$ cat config.mk
export PLATFORM = sky130hd
export DESIGN_NAME = linear_resampler_channel_mapper
export DESIGN_NICKNAME = d
export VERILOG_FILES = /design/src/sv/rlcm_pkg.sv /design/src/sv/rlcm_front.sv /design/src/sv/rlcm_queue.sv /design/src/sv/rlcm_back.sv /design/src/sv/linear_resampler_channel_mapper.sv
export SDC_FILE = /design/constraint.sdc
export NUM_CORES = 2
export LEC_CHECK = 0
export ABC_AREA = 1
export BUFFER_PORTS_ARGS = -buffer_cell sky130_fd_sc_hd__buf_2
export CAP_MARGIN = 20
export CORE_ASPECT_RATIO = 0.75
export CORE_MARGIN = 2
export CORE_UTILIZATION = 30
export CTS_CLUSTER_DIAMETER = 80
export CTS_CLUSTER_SIZE = 25
export DETAILED_ROUTE_END_ITERATION = 8
export HOLD_SLACK_MARGIN = 0.1
export SYNTH_ARGS = -nofsm -noshare
export SYNTH_HDL_FRONTEND = slang
export SYNTH_SLANG_ARGS = --single-unit
$ cat constraint.sdc
create_clock -name i_clk -period 21.8 [get_ports i_clk]
set_input_delay 3.27 -clock i_clk [delete_from_list [all_inputs] [get_ports i_clk]]
set_output_delay 3.27 -clock i_clk [all_outputs]
set_load 0.03 [all_outputs]
$ cat src/sv/rlcm_pkg.sv
// ----------------------------------------------------------------------------
// rlcm_pkg
// Shared types and constants of the linear resampler with channel mapping.
// ----------------------------------------------------------------------------
package rlcm_pkg;

    localparam int NUM_CH     = 8;   // channel fields on the stream ports
    localparam int CH_CFG_W   = 4;   // channel count register width
    localparam int STEP_W     = 21;  // step ratio register width
    localparam int CFG_IDX_W  = 2;
    localparam int CFG_DATA_W = 21;

    localparam logic [CFG_IDX_W-1:0] REG_IN_CH  = 2'd0;
    localparam logic [CFG_IDX_W-1:0] REG_OUT_CH = 2'd1;
    localparam logic [CFG_IDX_W-1:0] REG_STEP   = 2'd2;

    // what the back end does with a queued frame
    typedef enum logic [1:0] {
        KIND_LOAD  = 2'd0,  // first frame of a stream, store only
        KIND_RUN   = 2'd1,  // interpolate from the held frame
        KIND_FLUSH = 2'd2   // final frame, drain and clear
    } t_kind;

    typedef struct packed {
        t_kind kind;
        logic  two_frames;  // flush with a held frame in front of it
    } t_cmd_ctl;

    typedef enum logic [1:0] {
        MODE_EQ     = 2'd0,  // per-channel interpolation
        MODE_MEAN   = 2'd1,  // mean of all input channels
        MODE_REPEAT = 2'd2   // input channel zero on every output
    } t_mode;

    typedef struct packed {
        t_mode                mode;
        logic [CH_CFG_W-1:0]  in_ch;   // clamped to 1..MAX_CHANNELS
        logic [CH_CFG_W-1:0]  out_ch;  // clamped to 1..MAX_CHANNELS
    } t_chmap;

endpackage

$ cat src/sv/rlcm_front.sv
// ----------------------------------------------------------------------------
// rlcm_front
// Input side: accepts frames, tags each one as load, run or flush.
// ----------------------------------------------------------------------------
module rlcm_front #(
    parameter int MAXC = 8,
    parameter int SB   = 24
) (
    input  logic                          i_clk,
    input  logic                          i_rst_n,
    input  logic                          i_valid,
    output logic                          o_ready,
    input  logic [rlcm_pkg::NUM_CH*SB-1:0] i_data,
    input  logic                          i_last,
    input  logic                          i_q_full,
    output logic                          o_push,
    output rlcm_pkg::t_cmd_ctl            o_ctl,
    output logic [MAXC*SB-1:0]            o_samples
);

    logic r_have_held;
    logic n_have_held;

    assign o_ready   = !i_q_full;
    assign o_push    = i_valid && !i_q_full;
    assign o_samples = i_data[MAXC*SB-1:0];

    always_comb begin
        o_ctl.two_frames = r_have_held;
        if (i_last) begin
            o_ctl.kind = rlcm_pkg::KIND_FLUSH;
        end else if (r_have_held) begin
            o_ctl.kind = rlcm_pkg::KIND_RUN;
        end else begin
            o_ctl.kind = rlcm_pkg::KIND_LOAD;
        end
        n_have_held = r_have_held;
        if (o_push) begin
            n_have_held = !i_last;
        end
    end

    always_ff @(posedge i_clk) begin
        if (!i_rst_n) begin
            r_have_held <= 1'b0;
        end else begin
            r_have_held <= n_have_held;
        end
    end

endmodule

$ cat src/sv/rlcm_queue.sv
// ----------------------------------------------------------------------------
// rlcm_queue
// Two-entry command queue between the front and back ends.
// ----------------------------------------------------------------------------
module rlcm_queue #(
    parameter int DW = 8
) (
    input  logic          i_clk,
    input  logic          i_rst_n,
    input  logic          i_push,
    input  logic [DW-1:0] i_data,
    output logic          o_full,
    input  logic          i_pop,
    output logic          o_valid,
    output logic [DW-1:0] o_data
);

    logic [DW-1:0] r_mem [2];
    logic          r_wr;
    logic          r_rd;
    logic [1:0]    r_cnt;
    logic          n_wr;
    logic          n_rd;
    logic [1:0]    n_cnt;

    assign o_full  = (r_cnt == 2'd2);
    assign o_valid = (r_cnt != 2'd0);
    assign o_data  = r_mem[r_rd];

    always_comb begin
        n_wr  = r_wr;
        n_rd  = r_rd;
        n_cnt = r_cnt;
        if (i_push) begin
            n_wr = !r_wr;
        end
        if (i_pop) begin
            n_rd = !r_rd;
        end
        unique case ({i_push, i_pop})
            2'b10:   n_cnt = r_cnt + 2'd1;
            2'b01:   n_cnt = r_cnt - 2'd1;
            default: n_cnt = r_cnt;
        endcase
    end

    always_ff @(posedge i_clk) begin
        if (!i_rst_n) begin
            r_wr  <= 1'b0;
            r_rd  <= 1'b0;
            r_cnt <= 2'd0;
        end else begin
            r_wr  <= n_wr;
            r_rd  <= n_rd;
            r_cnt <= n_cnt;
        end
    end

    always_ff @(posedge i_clk) begin
        if (i_push) begin
            r_mem[r_wr] <= i_data;
        end
    end

endmodule

$ cat src/sv/rlcm_back.sv
// ----------------------------------------------------------------------------
// rlcm_back
// Execution side: phase sequencing, channel-serial interpolation with one
// shared multiplier, mean by reciprocal multiply, output register.
// ----------------------------------------------------------------------------
module rlcm_back #(
    parameter int MAXC = 8,
    parameter int SB   = 24,
    parameter int F    = 16
) (
    input  logic                           i_clk,
    input  logic                           i_rst_n,
    input  logic                           i_cmd_valid,
    output logic                           o_cmd_pop,
    input  rlcm_pkg::t_cmd_ctl             i_cmd_ctl,
    input  logic [MAXC*SB-1:0]             i_cmd_samples,
    input  rlcm_pkg::t_chmap               i_map,
    input  logic [F+4:0]                   i_step,
    output logic                           o_valid,
    input  logic                           i_ready,
    output logic [rlcm_pkg::NUM_CH*SB-1:0] o_data,
    output logic                           o_last
);

    localparam int PW   = F + 5;
    localparam int PRW  = SB + F + 2;
    localparam int NW   = SB + 3;
    localparam int K    = NW + 3;
    localparam int MW   = K + 1;
    localparam int CW   = $clog2(MAXC + 1);
    localparam int CIW  = (MAXC > 1) ? $clog2(MAXC) : 1;
    localparam int NCH  = rlcm_pkg::NUM_CH;
    localparam int CCW  = rlcm_pkg::CH_CFG_W;

    localparam logic [PW-1:0]         PH_ONE = PW'(1) << F;
    localparam logic [PW-1:0]         PH_TWO = PW'(1) << (F + 1);
    localparam logic signed [PRW-1:0] HALF   = PRW'(1) << (F - 1);

    localparam logic [MW-1:0] RCP1 = MW'((64'd1 << K) / 64'd1);
    localparam logic [MW-1:0] RCP2 = MW'(((64'd1 << K) + 64'd1) / 64'd2);
    localparam logic [MW-1:0] RCP3 = MW'(((64'd1 << K) + 64'd2) / 64'd3);
    localparam logic [MW-1:0] RCP4 = MW'(((64'd1 << K) + 64'd3) / 64'd4);
    localparam logic [MW-1:0] RCP5 = MW'(((64'd1 << K) + 64'd4) / 64'd5);
    localparam logic [MW-1:0] RCP6 = MW'(((64'd1 << K) + 64'd5) / 64'd6);
    localparam logic [MW-1:0] RCP7 = MW'(((64'd1 << K) + 64'd6) / 64'd7);
    localparam logic [MW-1:0] RCP8 = MW'(((64'd1 << K) + 64'd7) / 64'd8);

    typedef enum logic [6:0] {
        S_IDLE  = 7'b0000001,
        S_START = 7'b0000010,
        S_CALC  = 7'b0000100,
        S_ABS   = 7'b0001000,
        S_MUL   = 7'b0010000,
        S_QUOT  = 7'b0100000,
        S_EMIT  = 7'b1000000
    } t_state;

    t_state                 r_state, n_state;
    rlcm_pkg::t_kind        r_kind, n_kind;
    logic                   r_two, n_two;
    logic [PW-1:0]          r_phase, n_phase;
    logic                   r_sel_held, n_sel_held;
    logic [CW-1:0]          r_iss, n_iss;
    logic                   r_pv, n_pv;
    logic                   r_ov, n_ov;

    logic signed [SB-1:0]   r_held [MAXC];
    logic signed [SB-1:0]   n_held [MAXC];
    logic signed [SB-1:0]   r_new  [MAXC];
    logic signed [SB-1:0]   n_new  [MAXC];
    logic signed [SB-1:0]   r_lane [MAXC];
    logic signed [SB-1:0]   n_lane [MAXC];
    logic signed [SB-1:0]   r_od   [NCH];
    logic signed [SB-1:0]   n_od   [NCH];
    logic                   r_olast, n_olast;
    logic [CIW-1:0]         r_pidx, n_pidx;
    logic signed [PRW-1:0]  r_prod, n_prod;
    logic signed [SB-1:0]   r_pa, n_pa;
    logic signed [NW-1:0]   r_acc, n_acc;
    logic                   r_neg, n_neg;
    logic [NW-1:0]          r_mag, n_mag;
    logic [NW+MW-1:0]       r_dprod, n_dprod;

    logic [PW-1:0]          w_phase_next;
    logic [PW-1:0]          w_lim;
    logic                   w_cont;
    logic                   w_out_free;
    logic [CW-1:0]          w_nlanes;
    logic [CIW-1:0]         w_idx;
    logic signed [SB-1:0]   w_a;
    logic signed [SB-1:0]   w_b;
    logic signed [SB:0]     w_diff;
    logic signed [F:0]      w_frac;
    logic signed [PRW-1:0]  w_rnd;
    logic signed [PRW-1:0]  w_shf;
    logic signed [SB+1:0]   w_lsum;
    logic signed [SB-1:0]   w_lerp;
    logic [MW-1:0]          w_rcp;
    logic [NW-1:0]          w_q;
    logic [NW-1:0]          w_s;
    logic signed [SB-1:0]   w_lane_ext [NCH];

    assign o_cmd_pop = (r_state == S_IDLE) && i_cmd_valid;
    assign o_valid   = r_ov;
    assign o_last    = r_olast;

    always_comb begin
        for (int j = 0; j < NCH; j++) begin
            o_data[j*SB +: SB] = r_od[j];
        end
    end

    always_comb begin
        unique case (i_map.mode)
            rlcm_pkg::MODE_EQ:     w_nlanes = CW'(i_map.out_ch);
            rlcm_pkg::MODE_MEAN:   w_nlanes = CW'(i_map.in_ch);
            rlcm_pkg::MODE_REPEAT: w_nlanes = CW'(1);
            default:               w_nlanes = CW'(1);
        endcase
        unique case (i_map.in_ch)
            4'd2:    w_rcp = RCP2;
            4'd3:    w_rcp = RCP3;
            4'd4:    w_rcp = RCP4;
            4'd5:    w_rcp = RCP5;
            4'd6:    w_rcp = RCP6;
            4'd7:    w_rcp = RCP7;
            4'd8:    w_rcp = RCP8;
            default: w_rcp = RCP1;
        endcase
    end

    always_comb begin
        w_phase_next = r_phase + i_step;
        w_lim        = r_two ? PH_TWO : PH_ONE;
        w_cont       = (r_kind == rlcm_pkg::KIND_FLUSH) ? (w_phase_next < w_lim)
                                                        : (w_phase_next < PH_ONE);
        w_out_free   = !r_ov || i_ready;

        // interpolation: a + floor(((b - a) * frac + ONE/2) / ONE)
        w_idx  = r_iss[CIW-1:0];
        w_b    = r_new[w_idx];
        w_a    = r_sel_held ? r_held[w_idx] : r_new[w_idx];
        w_diff = {w_b[SB-1], w_b} - {w_a[SB-1], w_a};
        w_frac = {1'b0, r_phase[F-1:0]};
        w_rnd  = r_prod + HALF;
        w_shf  = w_rnd >>> F;
        w_lsum = w_shf[SB+1:0] + {{2{r_pa[SB-1]}}, r_pa};
        w_lerp = w_lsum[SB-1:0];

        w_q = r_dprod[K +: NW];
        w_s = r_neg ? -w_q : w_q;

        for (int j = 0; j < NCH; j++) begin
            w_lane_ext[j] = '0;
        end
        for (int j = 0; j < MAXC; j++) begin
            w_lane_ext[j] = r_lane[j];
        end
    end

    always_comb begin
        n_state    = r_state;
        n_kind     = r_kind;
        n_two      = r_two;
        n_phase    = r_phase;
        n_sel_held = r_sel_held;
        n_iss      = r_iss;
        n_pv       = r_pv;
        n_ov       = r_ov;
        n_held     = r_held;
        n_new      = r_new;
        n_lane     = r_lane;
        n_od       = r_od;
        n_olast    = r_olast;
        n_pidx     = r_pidx;
        n_prod     = r_prod;
        n_pa       = r_pa;
        n_acc      = r_acc;
        n_neg      = r_neg;
        n_mag      = r_mag;
        n_dprod    = r_dprod;

        if (r_ov && i_ready) begin
            n_ov = 1'b0;
        end

        unique case (r_state)
            S_IDLE: begin
                if (i_cmd_valid) begin
                    for (int c = 0; c < MAXC; c++) begin
                        n_new[c] = i_cmd_samples[c*SB +: SB];
                    end
                    n_kind  = i_cmd_ctl.kind;
                    n_two   = i_cmd_ctl.two_frames;
                    n_state = S_START;
                end
            end
            S_START: begin
                n_iss = '0;
                n_acc = '0;
                n_pv  = 1'b0;
                unique case (r_kind)
                    rlcm_pkg::KIND_LOAD: begin
                        n_held  = r_new;
                        n_state = S_IDLE;
                    end
                    rlcm_pkg::KIND_RUN: begin
                        if (r_phase < PH_ONE) begin
                            n_sel_held = 1'b1;
                            n_state    = S_CALC;
                        end else begin
                            n_phase = r_phase - PH_ONE;
                            n_held  = r_new;
                            n_state = S_IDLE;
                        end
                    end
                    rlcm_pkg::KIND_FLUSH: begin
                        if (r_phase < w_lim) begin
                            n_sel_held = r_two && (r_phase < PH_ONE);
                            n_state    = S_CALC;
                        end else begin
                            n_phase = '0;
                            n_state = S_IDLE;
                        end
                    end
                    default: n_state = S_IDLE;
                endcase
            end
            S_CALC: begin
                if (r_iss != w_nlanes) begin
                    n_prod = w_diff * w_frac;
                    n_pa   = w_a;
                    n_pidx = w_idx;
                    n_pv   = 1'b1;
                    n_iss  = r_iss + 1'b1;
                end else begin
                    n_pv = 1'b0;
                end
                if (r_pv) begin
                    unique case (i_map.mode)
                        rlcm_pkg::MODE_EQ: begin
                            n_lane[r_pidx] = w_lerp;
                        end
                        rlcm_pkg::MODE_MEAN: begin
                            n_acc = r_acc + {{3{w_lerp[SB-1]}}, w_lerp};
                        end
                        default: begin
                            for (int c = 0; c < MAXC; c++) begin
                                n_lane[c] = w_lerp;
                            end
                        end
                    endcase
                end
                if (r_iss == w_nlanes) begin
                    n_state = (i_map.mode == rlcm_pkg::MODE_MEAN) ? S_ABS : S_EMIT;
                end
            end
            S_ABS: begin
                n_neg   = r_acc[NW-1];
                n_mag   = r_acc[NW-1] ? -r_acc : r_acc;
                n_state = S_MUL;
            end
            S_MUL: begin
                n_dprod = r_mag * w_rcp;
                n_state = S_QUOT;
            end
            S_QUOT: begin
                for (int c = 0; c < MAXC; c++) begin
                    n_lane[c] = w_s[SB-1:0];
                end
                n_state = S_EMIT;
            end
            S_EMIT: begin
                if (w_out_free) begin
                    for (int j = 0; j < NCH; j++) begin
                        n_od[j] = (CCW'(j) < i_map.out_ch) ? w_lane_ext[j] : '0;
                    end
                    n_ov    = 1'b1;
                    n_olast = !w_cont;
                    n_phase = w_phase_next;
                    n_state = S_START;
                end
            end
            default: n_state = S_IDLE;
        endcase
    end

    always_ff @(posedge i_clk) begin
        if (!i_rst_n) begin
            r_state <= S_IDLE;
            r_phase <= '0;
            r_pv    <= 1'b0;
            r_ov    <= 1'b0;
        end else begin
            r_state <= n_state;
            r_phase <= n_phase;
            r_pv    <= n_pv;
            r_ov    <= n_ov;
        end
    end

    always_ff @(posedge i_clk) begin
        r_kind     <= n_kind;
        r_two      <= n_two;
        r_sel_held <= n_sel_held;
        r_iss      <= n_iss;
        r_held     <= n_held;
        r_new      <= n_new;
        r_lane     <= n_lane;
        r_od       <= n_od;
        r_olast    <= n_olast;
        r_pidx     <= n_pidx;
        r_prod     <= n_prod;
        r_pa       <= n_pa;
        r_acc      <= n_acc;
        r_neg      <= n_neg;
        r_mag      <= n_mag;
        r_dprod    <= n_dprod;
    end

endmodule

$ cat src/sv/linear_resampler_channel_mapper.sv
// ----------------------------------------------------------------------------
// linear_resampler_channel_mapper
// Linear interpolation sample rate converter with channel mapping.
// ----------------------------------------------------------------------------
// Frames enter through a two-deep command queue, so up to two frames are
// taken while the back end is busy. A frame that yields no output (the
// first of a stream, or one skipped when decimating) only passes through
// the start state of the back end. For each output frame the channels go
// one per cycle through the single interpolation multiplier: the output
// channels with equal counts, input channel zero alone when it is repeated,
// and every input channel, then the abs, multiply and quotient states, when
// channels are averaged. The emit state holds while the output register
// waits on i_m_axis_tready. No clearing pass after reset.
// ----------------------------------------------------------------------------
module linear_resampler_channel_mapper #(
    parameter int MAX_CHANNELS    = 8,
    parameter int SAMPLE_BITS     = 24,
    parameter int PHASE_FRAC_BITS = 16
) (
    input  logic                                     i_clk,
    input  logic                                     i_rst_n,
    // in_ch0 .. in_ch7, SAMPLE_BITS each, from the lowest bit up
    input  logic [rlcm_pkg::NUM_CH*SAMPLE_BITS-1:0]  i_s_axis_tdata,
    input  logic                                     i_s_axis_tvalid,
    output logic                                     o_s_axis_tready,
    input  logic                                     i_s_axis_tlast,   // flush
    // out_ch0 .. out_ch7, SAMPLE_BITS each, from the lowest bit up
    output logic [rlcm_pkg::NUM_CH*SAMPLE_BITS-1:0]  o_m_axis_tdata,
    output logic                                     o_m_axis_tvalid,
    input  logic                                     i_m_axis_tready,
    output logic                                     o_m_axis_tlast,   // last_of_run
    input  logic                                     i_cfg_valid,
    output logic                                     o_cfg_ready,
    input  logic [rlcm_pkg::CFG_IDX_W-1:0]           i_cfg_index,
    input  logic [rlcm_pkg::CFG_DATA_W-1:0]          i_cfg_data
);

    localparam int SB   = SAMPLE_BITS;
    localparam int F    = PHASE_FRAC_BITS;
    localparam int PW   = F + 5;
    localparam int CCW  = rlcm_pkg::CH_CFG_W;
    localparam int STW  = rlcm_pkg::STEP_W;
    localparam int SW   = ((STW > PW) ? STW : PW) + 1;
    localparam int CTLW = $bits(rlcm_pkg::t_cmd_ctl);
    localparam int DW   = CTLW + MAX_CHANNELS * SB;

    localparam logic [SW-1:0]  STEP_LO = SW'(1) << (F - 5);
    localparam logic [SW-1:0]  STEP_HI = SW'(1) << (F + 4);
    localparam logic [CCW-1:0] CH_MAX  = CCW'(MAX_CHANNELS);

    logic [CCW-1:0]             r_in_ch;
    logic [CCW-1:0]             r_out_ch;
    logic [STW-1:0]             r_step;

    logic [CCW-1:0]             w_ic;
    logic [CCW-1:0]             w_oc;
    logic [SW-1:0]              w_step_ext;
    logic [SW-1:0]              w_step_clamp;
    logic [PW-1:0]              w_step;
    rlcm_pkg::t_chmap           w_map;

    logic                       w_q_full;
    logic                       w_push;
    rlcm_pkg::t_cmd_ctl         w_push_ctl;
    logic [MAX_CHANNELS*SB-1:0] w_push_smp;
    logic                       w_pop;
    logic                       w_q_valid;
    logic [DW-1:0]              w_q_data;
    rlcm_pkg::t_cmd_ctl         w_pop_ctl;

    assign o_cfg_ready = 1'b1;

    always_ff @(posedge i_clk) begin
        if (!i_rst_n) begin
            r_in_ch  <= CCW'(2);
            r_out_ch <= CCW'(2);
            r_step   <= STW'(65536);
        end else if (i_cfg_valid) begin
            unique case (i_cfg_index)
                rlcm_pkg::REG_IN_CH:  r_in_ch  <= i_cfg_data[CCW-1:0];
                rlcm_pkg::REG_OUT_CH: r_out_ch <= i_cfg_data[CCW-1:0];
                rlcm_pkg::REG_STEP:   r_step   <= i_cfg_data[STW-1:0];
                default: ;
            endcase
        end
    end

    always_comb begin
        priority if (r_in_ch == '0) begin
            w_ic = CCW'(1);
        end else if (r_in_ch > CH_MAX) begin
            w_ic = CH_MAX;
        end else begin
            w_ic = r_in_ch;
        end
        priority if (r_out_ch == '0) begin
            w_oc = CCW'(1);
        end else if (r_out_ch > CH_MAX) begin
            w_oc = CH_MAX;
        end else begin
            w_oc = r_out_ch;
        end

        w_map.in_ch  = w_ic;
        w_map.out_ch = w_oc;
        priority if (w_ic == w_oc) begin
            w_map.mode = rlcm_pkg::MODE_EQ;
        end else if (w_ic > w_oc) begin
            w_map.mode = rlcm_pkg::MODE_MEAN;
        end else begin
            w_map.mode = rlcm_pkg::MODE_REPEAT;
        end

        w_step_ext = SW'(r_step);
        priority if (w_step_ext < STEP_LO) begin
            w_step_clamp = STEP_LO;
        end else if (w_step_ext > STEP_HI) begin
            w_step_clamp = STEP_HI;
        end else begin
            w_step_clamp = w_step_ext;
        end
        w_step = w_step_clamp[PW-1:0];
    end

    rlcm_front #(
        .MAXC (MAX_CHANNELS),
        .SB   (SB)
    ) u_front (
        .i_clk     (i_clk),
        .i_rst_n   (i_rst_n),
        .i_valid   (i_s_axis_tvalid),
        .o_ready   (o_s_axis_tready),
        .i_data    (i_s_axis_tdata),
        .i_last    (i_s_axis_tlast),
        .i_q_full  (w_q_full),
        .o_push    (w_push),
        .o_ctl     (w_push_ctl),
        .o_samples (w_push_smp)
    );

    rlcm_queue #(
        .DW (DW)
    ) u_queue (
        .i_clk   (i_clk),
        .i_rst_n (i_rst_n),
        .i_push  (w_push),
        .i_data  ({w_push_ctl, w_push_smp}),
        .o_full  (w_q_full),
        .i_pop   (w_pop),
        .o_valid (w_q_valid),
        .o_data  (w_q_data)
    );

    assign w_pop_ctl = rlcm_pkg::t_cmd_ctl'(w_q_data[DW-1 -: CTLW]);

    rlcm_back #(
        .MAXC (MAX_CHANNELS),
        .SB   (SB),
        .F    (F)
    ) u_back (
        .i_clk         (i_clk),
        .i_rst_n       (i_rst_n),
        .i_cmd_valid   (w_q_valid),
        .o_cmd_pop     (w_pop),
        .i_cmd_ctl     (w_pop_ctl),
        .i_cmd_samples (w_q_data[MAX_CHANNELS*SB-1:0]),
        .i_map         (w_map),
        .i_step        (w_step),
        .o_valid       (o_m_axis_tvalid),
        .i_ready       (i_m_axis_tready),
        .o_data        (o_m_axis_tdata),
        .o_last        (o_m_axis_tlast)
    );

endmodule

==> impl_metrics.tcl <==
set metrics [dict create \
    clock_path_buffers 3 \
    p_per_area_mw_per_mm2 81.9 \
    initial_core_util_pct 30.2 \
    syn2layout_area_growth_pct 10.3 \
    cts_setup_buffers 0 \
    wirelength_um 318000 \
    dp_hpwl_um 256000 \
    finalCritPeriodShare_pct 52.7 \
    critical_path_class "reg2reg" \
    die_x_um 649 \
    setup_tns_ns 0 \
    status "finished, final reports clean" \
    cp.required_ns 22.33 \
    finalHoldViolCount 0 \
    tightest_slew_ns 1.18 \
    grt_antenna_before_repair 21 \
    synth-seq-cells 1362 \
    setup_viol 0 \
    synth_area_leaders "edfxtp_1 42%, fa_1 20%, nand2_1 7.9%" \
    rows 177 \
    syn_area_per_cell_um2 9.75 \
    drive_gt1_share_pct 7.62 \
    insertion_delay_ns 0.79 \
    globalRouteOverflowTotal 0 \
    hp-class "reg2reg" \
    cts_root_buf "clkbuf_16" \
    syn_nets 11200 \
    io_buffers 415 \
    drcViolationCount 0 \
    fillers 32000 \
    power_leakage_nw 45.7 \
    pin_count 417 \
    fin_worst_skew_ns 0.0749 \
    hold_buffers 0 \
    syn_inst 9612 \
    cts_buffers 80 \
    cts.clk_slew.worst_paths_ns 0.10 \
    cp-start-kind "flip-flop" \
    synth-edff-count 1298 \
    max_stage_delay_ns 0.79 \
    grt_pass1_vias 65100 \
    ctsResizeCount 0 \
    die_y_um 488 \
    place_ws_ns 10.50 \
    rsz0062_at_grt "false" \
    drt_first_pass_iters 6 \
    coreArea_mm2 0.310 \
    nNetsFinal 11500 \
    grt_use_total_pct 19.7 \
    yosys_warnings 0 \
    synth_flop_cell "edfxtp_1" \
    critPathArrivalTime_ns 12.02 \
    slew_viol_final 0 \
    layout.cells.most_common "nand2_1" \
    synthesis.area_mm2 0.0937 \
    grt_pass1_wl_um 458000 \
    cp_max_fo 72 \
    slowest_stage "xor2_2" \
    peakVddDrop_mv 0.0863 \
    ys_types 65 \
    async_flop_share_pct 0 \
    finalCriticalPeriod_ns 11.49 \
    cap_violations 0 \
    fmax_mhz 87.0 \
    ys_seq_area_share_pct 43.0 \
    worst_slack_ns 10.31 \
    endpoint_kind "flip-flop" \
    via_per_inst 4.78 \
    cts_tree "yes" \
    htreeDepth 3 \
    wl_per_cell_um 22.6 \
    ant_nets 0 \
    dieArea_mm2 0.317 \
    vias 67300 \
    max-slew-margin-rel_pct 21.3 \
    cts_sinks 1362 \
    grt_max_degree 149 \
    mostFrequentLayoutCells "1977 x nand2_1, 1902 x inv_1, 1298 x edfxtp_1" \
    drtIter0Drc 7729 \
    synth_top_area_share_pct 41.6 \
    routabilityCongestion 1.02 \
    synth_top_area_cell "edfxtp_1" \
]
[kinds of logic after synthesis]
family	share of synthesized area (%)
AO/OA/AOI/OAI	6.21
other	0.00400
flip-flops	43.0
AND/OR/NAND/NOR	15.3
adder cells (fa/ha/maj)	25.3
XOR/XNOR	1.21
buffers and inverters	9.03
[flip-flops by register name (all words and copies together), names as in the netlist, 2 cells and up]
signal / flops
r_step: 21
u_back.r_acc: 27
u_queue.r_mem: 390
u_back.o_data: 192
u_back.r_phase: 21
r_in_ch: 4
u_back.r_pa: 24
u_back.r_state: 7
u_back.r_mag: 27
r_out_ch: 4
u_back.r_iss: 4
u_back.r_held: 192
u_back.r_prod: 25
u_back.r_new: 192
u_queue.r_cnt: 2
u_back.r_lane: 192
u_back.r_dprod: 24
u_back.r_kind: 2
u_back.r_pidx: 3
[final timing paths]
check	from	end	slack [ns]	cells past startpoint
setup / recovery	u_back.r_iss[0]	u_back.r_prod[27]	10.31	37
setup reg to reg	u_back.r_iss[0]	u_back.r_prod[27]	10.31	37
hold reg to reg	u_back.r_lane[180]	u_back.o_data[12]	0.42	0
hold / removal	u_back.r_lane[180]	u_back.o_data[12]	0.42	0
[metrics by stage]
stage                     area (um2)  hold WS [ns]  total power, mW  cells  utilization, %
after detailed placement      101000         0.406             6.82  13900            32.4
after global placement        101000         0.401             6.80  13900            32.4
final                         103000         0.421             8.46  14100            33.3
after CTS                     103000         0.422             8.51  14100            33.3
after floorplan                93700         0.421             5.64   9612               -
after global routing          103000         0.425             8.92  14100            33.3
[critical path: cells and delay by family (launching register included)]
family	cells	cell delay (ns)
adders and majority gates	8	3.83
and+or+nand+nor	7	1.25
buffers and inverters	10	2.21
xor gates and xnor gates	2	0.88
AOI/OAI and AO/OA	10	2.53
DFF	1	0.43
[area by class of cell]
class,count,area (um2),share of cell area (%)
clock inverter,34,557,0.539
tap,4117,5150,4.98
inverter,1937,7280,7.05
multi-input combinational,6014,45100,43.7
sequential,1362,40300,39.0
timing repair buffer,518,2920,2.83
clock buffer,82,2030,1.96
antenna,3,7.51,0.00726
[power by group]
| group | total [mW] | internal [mW] | switching, mW |
|---|---|---|---|
| clock | 1.70 | 0.723 | 0.974 |
| combinational | 3.17 | 0.849 | 2.32 |
| sequential | 3.59 | 3.42 | 0.174 |
[metal layers]
layer	part of all wire (%)	track usage (%)	wire, um
met1	45	28.7	144000
met2	43	29.7	136000
met3	9.4	4.29	29900
met4	2.8	4.80	8870
met5	0.0072	0	23
[synthesized netlist by cell type, types with 38 or more instances]
cell type,number
xor2_1,80
o21ai_0,443
inv_1,1904
dfxtp_1,64
clkbuf_1,239
nor3_1,66
o221ai_1,58
fa_1,949
o21a_1,38
o22ai_1,41
nand4_1,45
buf_2,41
nand3_1,317
a21oi_1,292
nor2_1,1026
ha_1,374
nand2_1,1977
edfxtp_1,1298
Power figures use the tool's default switching activity.
